File: src/rtl/core/swv_pkg.sv
`default_nettype none

package swv_pkg;

    localparam int WINDOW      = 24;
    localparam int SAMPLE_BITS = 10;
    localparam int VAR_BITS    = 19;

    localparam int POS_W = $clog2(WINDOW);

    localparam longint unsigned SAMPLE_MAX = (64'd1 << SAMPLE_BITS) - 64'd1;
    localparam longint unsigned SUM_MAX    = longint'(WINDOW) * SAMPLE_MAX;
    localparam longint unsigned SQ_MAX     = longint'(WINDOW) * SAMPLE_MAX * SAMPLE_MAX;
    localparam longint unsigned NUM_MAX    = longint'(WINDOW) * SQ_MAX;

    localparam int SUM_W = $clog2(SUM_MAX + 64'd1);
    localparam int SQ_W  = $clog2(SQ_MAX + 64'd1);
    localparam int NUM_W = $clog2(NUM_MAX + 64'd1);

    localparam longint unsigned DEN   = longint'(WINDOW) * longint'(WINDOW - 1);
    localparam int              DEN_W = $clog2(DEN + 64'd1);

    localparam int              RECIP_SHIFT = NUM_W + DEN_W;
    localparam longint unsigned RECIP       = (64'd1 << RECIP_SHIFT) / DEN;
    localparam int              RECIP_W     = $clog2(RECIP + 64'd1);
    localparam int              PROD_W      = NUM_W + RECIP_W;
    localparam int              QUO_W       = PROD_W - RECIP_SHIFT;

    localparam longint unsigned VAR_MAX = (64'd1 << VAR_BITS) - 64'd1;

    localparam int S_DATA_W = ((SAMPLE_BITS + 7) / 8) * 8;
    localparam int M_DATA_W = ((VAR_BITS + 7) / 8) * 8;

    localparam int QUEUE_DEPTH = 2;
    localparam int QPTR_W      = $clog2(QUEUE_DEPTH);
    localparam int QCNT_W      = $clog2(QUEUE_DEPTH + 1);

    typedef struct packed {
        logic [SQ_W-1:0]  sq_total;
        logic [SUM_W-1:0] sum_total;
    } totals_t;

endpackage

`default_nettype wire

File: src/rtl/core/sliding_window_variance_core.sv
// channel   dir  tdata                      tuser  tlast
// s_axis    in   [9:0] sample, rest zero    -      -
// m_axis    out  [18:0] variance, rest zero -      -
//
// One item per cycle unless the output stalls; a result goes via queue and pipeline.
// The divide by WINDOW*(WINDOW-1) is a reciprocal multiply with a one-step fix-up,
// over a three-stage pipeline behind the output register.
// rst_n clears the sample store, write pointer and totals at once; no clearing pass.
// A stalled result freezes the pipeline; a two-entry queue then takes items until full.
`default_nettype none

module sliding_window_variance_core (
    input  logic                          clk,
    input  logic                          rst_n,
    input  logic                          s_tvalid,
    output logic                          s_tready,
    input  logic [swv_pkg::S_DATA_W-1:0]  s_tdata,   // [9:0] sample
    output logic                          m_tvalid,
    input  logic                          m_tready,
    output logic [swv_pkg::M_DATA_W-1:0]  m_tdata    // [18:0] variance
);
    import swv_pkg::*;

    logic                 push_valid;
    logic                 push_ready;
    totals_t              push_data;
    logic                 pop_valid;
    logic                 pop_ready;
    totals_t              pop_data;
    logic [VAR_BITS-1:0]  variance;

    assign s_tready = push_ready;
    assign m_tdata  = M_DATA_W'(variance);

    swv_front u_front (
        .clk        (clk),
        .rst_n      (rst_n),
        .in_valid   (s_tvalid),
        .in_sample  (s_tdata[SAMPLE_BITS-1:0]),
        .push_ready (push_ready),
        .push_valid (push_valid),
        .push_data  (push_data)
    );

    swv_queue u_queue (
        .clk        (clk),
        .rst_n      (rst_n),
        .push_valid (push_valid),
        .push_ready (push_ready),
        .push_data  (push_data),
        .pop_valid  (pop_valid),
        .pop_ready  (pop_ready),
        .pop_data   (pop_data)
    );

    swv_back u_back (
        .clk          (clk),
        .rst_n        (rst_n),
        .in_valid     (pop_valid),
        .in_ready     (pop_ready),
        .in_data      (pop_data),
        .out_valid    (m_tvalid),
        .out_ready    (m_tready),
        .out_variance (variance)
    );

endmodule

`default_nettype wire

File: src/rtl/core/swv_queue.sv
`default_nettype none

module swv_queue (
    input  logic             clk,
    input  logic             rst_n,
    input  logic             push_valid,
    output logic             push_ready,
    input  swv_pkg::totals_t push_data,
    output logic             pop_valid,
    input  logic             pop_ready,
    output swv_pkg::totals_t pop_data
);
    import swv_pkg::*;

    totals_t             slot_reg [QUEUE_DEPTH];
    logic [QPTR_W-1:0]   wr_ptr_reg;
    logic [QPTR_W-1:0]   wr_ptr_next;
    logic [QPTR_W-1:0]   rd_ptr_reg;
    logic [QPTR_W-1:0]   rd_ptr_next;
    logic [QCNT_W-1:0]   count_reg;
    logic [QCNT_W-1:0]   count_next;
    logic                do_push;
    logic                do_pop;

    assign push_ready = (count_reg != QCNT_W'(QUEUE_DEPTH));
    assign pop_valid  = (count_reg != '0);
    assign pop_data   = slot_reg[rd_ptr_reg];

    assign do_push = push_valid && push_ready;
    assign do_pop  = pop_valid && pop_ready;

    always_comb
    begin
        wr_ptr_next = wr_ptr_reg;
        rd_ptr_next = rd_ptr_reg;
        count_next  = count_reg;
        if (do_push)
        begin
            wr_ptr_next = (wr_ptr_reg == QPTR_W'(QUEUE_DEPTH - 1)) ? '0 : wr_ptr_reg + 1'b1;
        end
        if (do_pop)
        begin
            rd_ptr_next = (rd_ptr_reg == QPTR_W'(QUEUE_DEPTH - 1)) ? '0 : rd_ptr_reg + 1'b1;
        end
        if (do_push && !do_pop)
        begin
            count_next = count_reg + 1'b1;
        end
        else if (do_pop && !do_push)
        begin
            count_next = count_reg - 1'b1;
        end
    end

    always_ff @(posedge clk or negedge rst_n)
    begin
        if (!rst_n)
        begin
            wr_ptr_reg <= '0;
            rd_ptr_reg <= '0;
            count_reg  <= '0;
        end
        else
        begin
            wr_ptr_reg <= wr_ptr_next;
            rd_ptr_reg <= rd_ptr_next;
            count_reg  <= count_next;
        end
    end

    always_ff @(posedge clk)
    begin
        if (do_push)
        begin
            slot_reg[wr_ptr_reg] <= push_data;
        end
    end

endmodule

`default_nettype wire

File: src/rtl/core/swv_front.sv
`default_nettype none

module swv_front (
    input  logic                          clk,
    input  logic                          rst_n,
    input  logic                          in_valid,
    input  logic [swv_pkg::SAMPLE_BITS-1:0] in_sample,
    input  logic                          push_ready,
    output logic                          push_valid,
    output swv_pkg::totals_t              push_data
);
    import swv_pkg::*;

    logic [SAMPLE_BITS-1:0]   store_reg [WINDOW];
    logic [POS_W-1:0]         pos_reg;
    logic [POS_W-1:0]         pos_next;
    logic [SUM_W-1:0]         sum_reg;
    logic [SUM_W-1:0]         sum_next;
    logic [SQ_W-1:0]          sq_reg;
    logic [SQ_W-1:0]          sq_next;
    logic [SAMPLE_BITS-1:0]   stale;
    logic [2*SAMPLE_BITS-1:0] fresh_sq;
    logic [2*SAMPLE_BITS-1:0] stale_sq;
    logic                     accept;

    assign accept     = in_valid && push_ready;
    assign push_valid = in_valid;
    assign stale      = store_reg[pos_reg];
    assign fresh_sq   = in_sample * in_sample;
    assign stale_sq   = stale * stale;

    always_comb
    begin
        pos_next = (pos_reg == POS_W'(WINDOW - 1)) ? '0 : pos_reg + 1'b1;
        sum_next = sum_reg + SUM_W'(in_sample) - SUM_W'(stale);
        sq_next  = sq_reg + SQ_W'(fresh_sq) - SQ_W'(stale_sq);
    end

    assign push_data.sum_total = sum_next;
    assign push_data.sq_total  = sq_next;

    always_ff @(posedge clk or negedge rst_n)
    begin
        if (!rst_n)
        begin
            for (int i = 0; i < WINDOW; i++)
            begin
                store_reg[i] <= '0;
            end
            pos_reg <= '0;
            sum_reg <= '0;
            sq_reg  <= '0;
        end
        else if (accept)
        begin
            store_reg[pos_reg] <= in_sample;
            pos_reg            <= pos_next;
            sum_reg            <= sum_next;
            sq_reg             <= sq_next;
        end
    end

endmodule

`default_nettype wire

File: src/rtl/core/swv_back.sv
`default_nettype none

module swv_back (
    input  logic                         clk,
    input  logic                         rst_n,
    input  logic                         in_valid,
    output logic                         in_ready,
    input  swv_pkg::totals_t             in_data,
    output logic                         out_valid,
    input  logic                         out_ready,
    output logic [swv_pkg::VAR_BITS-1:0] out_variance
);
    import swv_pkg::*;

    logic                 advance;
    logic                 v1_reg;
    logic                 v2_reg;
    logic                 v3_reg;
    logic                 out_valid_reg;
    logic [NUM_W-1:0]     num1_reg;
    logic [NUM_W-1:0]     num1_next;
    logic [NUM_W-1:0]     num2_reg;
    logic [PROD_W-1:0]    prod2_reg;
    logic [PROD_W-1:0]    prod2_next;
    logic [QUO_W-1:0]     quo3_reg;
    logic [QUO_W-1:0]     quo3_next;
    logic                 fix3_reg;
    logic                 fix3_next;
    logic [NUM_W-1:0]     rem3;
    logic [QUO_W:0]       quo_fixed;
    logic [VAR_BITS-1:0]  var_reg;
    logic [VAR_BITS-1:0]  var_next;

    assign advance   = !out_valid_reg || out_ready;
    assign in_ready  = advance;
    assign out_valid = out_valid_reg;
    assign out_variance = var_reg;

    always_comb
    begin
        num1_next  = NUM_W'(WINDOW) * NUM_W'(in_data.sq_total)
                   - NUM_W'(in_data.sum_total) * NUM_W'(in_data.sum_total);
        prod2_next = PROD_W'(num1_reg) * PROD_W'(RECIP);
        quo3_next  = prod2_reg[RECIP_SHIFT +: QUO_W];
        rem3       = num2_reg - NUM_W'(quo3_next) * NUM_W'(DEN);
        fix3_next  = (rem3 >= NUM_W'(DEN));
        quo_fixed  = {1'b0, quo3_reg} + (QUO_W + 1)'(fix3_reg);
        var_next   = (quo_fixed > (QUO_W + 1)'(VAR_MAX)) ? VAR_BITS'(VAR_MAX)
                                                         : quo_fixed[VAR_BITS-1:0];
    end

    always_ff @(posedge clk or negedge rst_n)
    begin
        if (!rst_n)
        begin
            v1_reg        <= 1'b0;
            v2_reg        <= 1'b0;
            v3_reg        <= 1'b0;
            out_valid_reg <= 1'b0;
        end
        else if (advance)
        begin
            v1_reg        <= in_valid;
            v2_reg        <= v1_reg;
            v3_reg        <= v2_reg;
            out_valid_reg <= v3_reg;
        end
    end

    always_ff @(posedge clk)
    begin
        if (advance)
        begin
            num1_reg  <= num1_next;
            num2_reg  <= num1_reg;
            prod2_reg <= prod2_next;
            quo3_reg  <= quo3_next;
            fix3_reg  <= fix3_next;
            var_reg   <= var_next;
        end
    end

endmodule

`default_nettype wire

File: config.mk
export PLATFORM = sky130hd
export DESIGN_NAME = sliding_window_variance_core
export DESIGN_NICKNAME = d
export VERILOG_FILES = /design/src/rtl/core/swv_pkg.sv /design/src/rtl/core/sliding_window_variance_core.sv /design/src/rtl/core/swv_queue.sv /design/src/rtl/core/swv_front.sv /design/src/rtl/core/swv_back.sv
export SDC_FILE = /design/constraint.sdc
export NUM_CORES = 2
export LEC_CHECK = 0
export ABC_AREA = 1
export ABC_CLOCK_PERIOD_IN_PS = 17900
export BUFFER_PORTS_ARGS = -buffer_cell sky130_fd_sc_hd__buf_2
export CAP_MARGIN = 5
export CELL_PAD_IN_SITES_DETAIL_PLACEMENT = 1
export CELL_PAD_IN_SITES_GLOBAL_PLACEMENT = 1
export CORE_MARGIN = 1
export CORE_UTILIZATION = 45
export DETAILED_ROUTE_END_ITERATION = 7
export GPL_TIMING_DRIVEN = 0
export HOLD_SLACK_MARGIN = 0.05
export PLACE_DENSITY = 0.83
export REMOVE_ABC_BUFFERS = 1
export SYNTH_ARGS = -nofsm -noshare
export SYNTH_HDL_FRONTEND = slang
export SYNTH_SLANG_ARGS = --single-unit
File: constraint.sdc
create_clock -name clk -period 17.9 [get_ports clk]
set_input_delay 5.37 -clock clk [delete_from_list [all_inputs] [get_ports clk]]
set_output_delay 5.37 -clock clk [all_outputs]
set_load 0.01 [all_outputs]
==> insert_results.sql <==
INSERT INTO impl_metrics (metric_group, metric, value, unit) VALUES
('global_route', 'track_usage', '28.2', '%'),
('logic_synthesis', 'yosys_warnings', '0', ''),
('cts', 'clockBufferDepth', '3', ''),
('logic_synthesis', 'avgSynthCellArea', '8.82', 'um2'),
('drt', 'vias', '43890', ''),
('cts', 'cts_buffers', '55', ''),
('cells_and_area', 'post_route_cells_drive_above_1_share', '4.09', '%'),
('cells_and_area', 'most-common-layout-cells', 'sky130_fd_sc_hd__inv_1, sky130_fd_sc_hd__nand2_1, sky130_fd_sc_hd__fa_1', ''),
('cts', 'clock-sinks', '491', ''),
('timing', 'min_period', '11.96', 'ns'),
('placed_design', 'place.port_buffers', '34', ''),
('worst_setup_path', 'worst_path_max_fanout', '22', ''),
('cts', 'post_cts_resized', '0', ''),
('drt', 'dr.pass1.iters', '7', ''),
('cts', 'cts_hold_buf', '0', ''),
('logic_synthesis', 'mappedNetlistArea', '56200', 'um2'),
('cells_and_area', 'final_common_cell', 'sky130_fd_sc_hd__inv_1', ''),
('timing', 'totalNegativeSetupSlack', '0', 'ns'),
('worst_setup_path', 'critical_path_required', '18.29', 'ns'),
('global_route', 'grt_overflow', '0', ''),
('cells_and_area', 'nNetsFinal', '7761', ''),
('die', 'boundaryPins', '46', ''),
('logic_synthesis', 'post_synth_and_or_nand_nor_area_fraction', '12.0', '%'),
('logic_synthesis', 'synth.mux.area_fraction', '0', '%'),
('worst_hold_path', 'min_to', 'u_back.out_valid', ''),
('cts', 'cts_tree', 'built', ''),
('worst_setup_path', 'crit_path_end_kind', 'flop', ''),
('worst_setup_path', 'critPathLaunchType', 'input port', ''),
('worst_setup_path', 'criticalPathCategory', 'input port to flop', ''),
('global_route', 'wire_length_of_the_first_global_routing_pass', '276', 'mm'),
('drt', 'detail_route.vias_per_cell', '5.47', ''),
('logic_synthesis', 'adder_cell_fraction_of_synth_area', '40.7', '%'),
('cts', 'cts_root_buffer', 'sky130_fd_sc_hd__clkbuf_16', ''),
('die', 'dieWidth', '356', 'um'),
('cells_and_area', 'multi_input_area', '36700', 'um2'),
('die', 'floorplan_core_area', '124000', 'um2'),
('cells_and_area', 'final.fill_count', '14599', ''),
('drt', 'wl_per_cell', '22.0', 'um'),
('die', 'core.rowCount', '129', ''),
('worst_setup_path', 'worst-r2r-setup-slack', '7.52', 'ns'),
('logic_synthesis', 'synthFlopType', 'sky130_fd_sc_hd__dfrtp_1', ''),
('drt', 'antenna_violating_nets_post_route', '0', ''),
('worst_setup_path', 'timing.rr.end', 'u_queue.slot_reg[0][29]', ''),
('cells_and_area', 'areaGrowthSynthToFinish', '7.02', '%'),
('global_route', 'grt_antenna_before_repair', '1', ''),
('die', 'floorplan.initialDensity', '45.4', '%'),
('status', 'failed_checks', 'DRC', ''),
('placed_design', 'routabilityCongestion', '0.940', ''),
('cts', 'worst_skew_pair.late_latency', '0.69', 'ns'),
('logic_synthesis', 'synth_xor_xnor_area_share', '2.65', '%'),
('timing', 'fmax', '83.6', 'MHz'),
('worst_setup_path', 'reg2regPathDepth', '26', ''),
('logic_synthesis', 'async_flop_share', '59.7', '%'),
('global_route', 'via_count_of_the_first_global_routing_pass', '49950', ''),
('timing', 'timing_hold_violations_final', '0', ''),
('cells_and_area', 'number_of_flip_flops_in_the_largest_register', '240', ''),
('logic_synthesis', 'seq_area_frac_synth', '23.6', '%'),
('status', 'run_status', 'finished, violations left', ''),
('logic_synthesis', 'combinational_family_with_the_most_area_after_synthesis', 'adder cells', ''),
('timing', 'finalWorstSetupSlack', '5.94', 'ns'),
('drt', 'route.detailed.drc', '12', ''),
('logic_synthesis', 'synth_enable_flop_cells', '198', ''),
('timing', 'timing.final.max_slew_violations', '0', ''),
('worst_hold_path', 'timing.hold.worst.start', 'u_back.v3_reg', ''),
('timing', 'final.period_utilization', '66.8', '%'),
('worst_setup_path', 'worstPathArrival', '12.35', 'ns'),
('placed_design', 'hpwl', '139', 'mm'),
('cells_and_area', 'num_antenna_cells', '0', ''),
('placed_design', 'post_placement_worst_setup_slack', '5.47', 'ns'),
('worst_hold_path', 'holdPathStages', '2', ''),
('timing', 'worst_clock_skew', '0.0567', 'ns');
-- kinds of logic after synthesis --
family / after synthesis
other cells: 2
flops: 491
xor+xnor: 170
compound gates: 1025
buf+inv: 1646
fa+ha+maj: 1400
simple gates: 1642
-- area by class of cell --
cell class	instances	share of cell area, %
clock inverter	27	0.611
timing repair buffer	67	1.11
inverter	1480	9.24
sequential	491	22.1
clock buffer	77	2.64
multi-input combinational	4246	60.9
tap	1637	3.40
-- stage by stage --
stage | utilization (%) | std cells | instance area, um2 | hold WS (ns)
3_3_place_gp | 46.6 | 7888 | 57700 | 0.439
4_1_cts | 48.5 | 8014 | 60100 | 0.455
3_5_place_dp | 46.9 | 7910 | 58100 | 0.440
6_report | 48.6 | 8025 | 60200 | 0.450
2_1_floorplan | - | 6217 | 55500 | 0.420
5_1_grt | 48.6 | 8025 | 60200 | 0.476
-- metal layers --
metal / share of wire [%] / global-route usage, %
met2: 51 / 51.1
met1: 39 / 32.8
met3: 5.2 / 3.93
met4: 5.2 / 13.0
met5: 0.0074 / 0
-- worst max-delay path, stage by stage --
cell	delay (ns)
sky130_fd_sc_hd__buf_2	0.56
sky130_fd_sc_hd__inv_1	0.62
sky130_fd_sc_hd__fa_1	0.60
sky130_fd_sc_hd__fa_1	0.49
sky130_fd_sc_hd__inv_1	0.06
sky130_fd_sc_hd__fa_1	0.54
sky130_fd_sc_hd__inv_1	0.05
sky130_fd_sc_hd__fa_1	0.47
sky130_fd_sc_hd__inv_1	0.06
sky130_fd_sc_hd__fa_1	0.47
sky130_fd_sc_hd__fa_1	0.60
sky130_fd_sc_hd__fa_1	0.48
sky130_fd_sc_hd__ha_1	0.38
sky130_fd_sc_hd__a21o_1	0.21
sky130_fd_sc_hd__a31oi_1	0.22
sky130_fd_sc_hd__nand2_1	0.12
sky130_fd_sc_hd__a31oi_1	0.24
sky130_fd_sc_hd__o21ai_0	0.18
sky130_fd_sc_hd__xnor2_1	0.44
sky130_fd_sc_hd__inv_1	0.13
-- synthesized netlist by cell type (35+ instances only) --
| library cell | number | area (um2) |
|---|---|---|
| sky130_fd_sc_hd__o21ai_1 | 35 | 175 |
| sky130_fd_sc_hd__xnor2_1 | 63 | 552 |
| sky130_fd_sc_hd__nand3_1 | 109 | 546 |
| sky130_fd_sc_hd__inv_1 | 1447 | 5430 |
| sky130_fd_sc_hd__nor2_1 | 428 | 1610 |
| sky130_fd_sc_hd__nand2_1 | 922 | 3460 |
| sky130_fd_sc_hd__clkbuf_1 | 107 | 402 |
| sky130_fd_sc_hd__xor2_1 | 107 | 937 |
| sky130_fd_sc_hd__edfxtp_1 | 198 | 5950 |
| sky130_fd_sc_hd__nor3_1 | 52 | 260 |
| sky130_fd_sc_hd__o21ai_0 | 396 | 1980 |
| sky130_fd_sc_hd__ha_1 | 682 | 8530 |
| sky130_fd_sc_hd__fa_1 | 718 | 14400 |
| sky130_fd_sc_hd__dfrtp_1 | 293 | 7330 |
| sky130_fd_sc_hd__a21oi_1 | 471 | 2360 |
-- how the worst max path moves through the flow --
| stage | start | endpoint | slack, ns | cells after the start |
|---|---|---|---|---|
| 2_1_floorplan | s_tdata[6] | u_queue.slot_reg[0][39] | 7.21 | 25 |
| 3_3_place_gp | u_front.pos_reg[0] | u_queue.slot_reg[0][29] | 3.92 | 23 |
| 3_5_place_dp | s_tdata[4] | u_queue.slot_reg[1][29] | 5.47 | 20 |
| 4_1_cts | s_tdata[4] | u_queue.slot_reg[0][29] | 6.14 | 20 |
| 5_1_grt | s_tdata[4] | u_queue.slot_reg[0][29] | 5.96 | 20 |
| 6_report | s_tdata[4] | u_queue.slot_reg[0][29] | 5.94 | 20 |
Power is left out: the tool's default activity adds up to more than one toggle a clock period on the data nets, which glitch-free logic cannot reach.
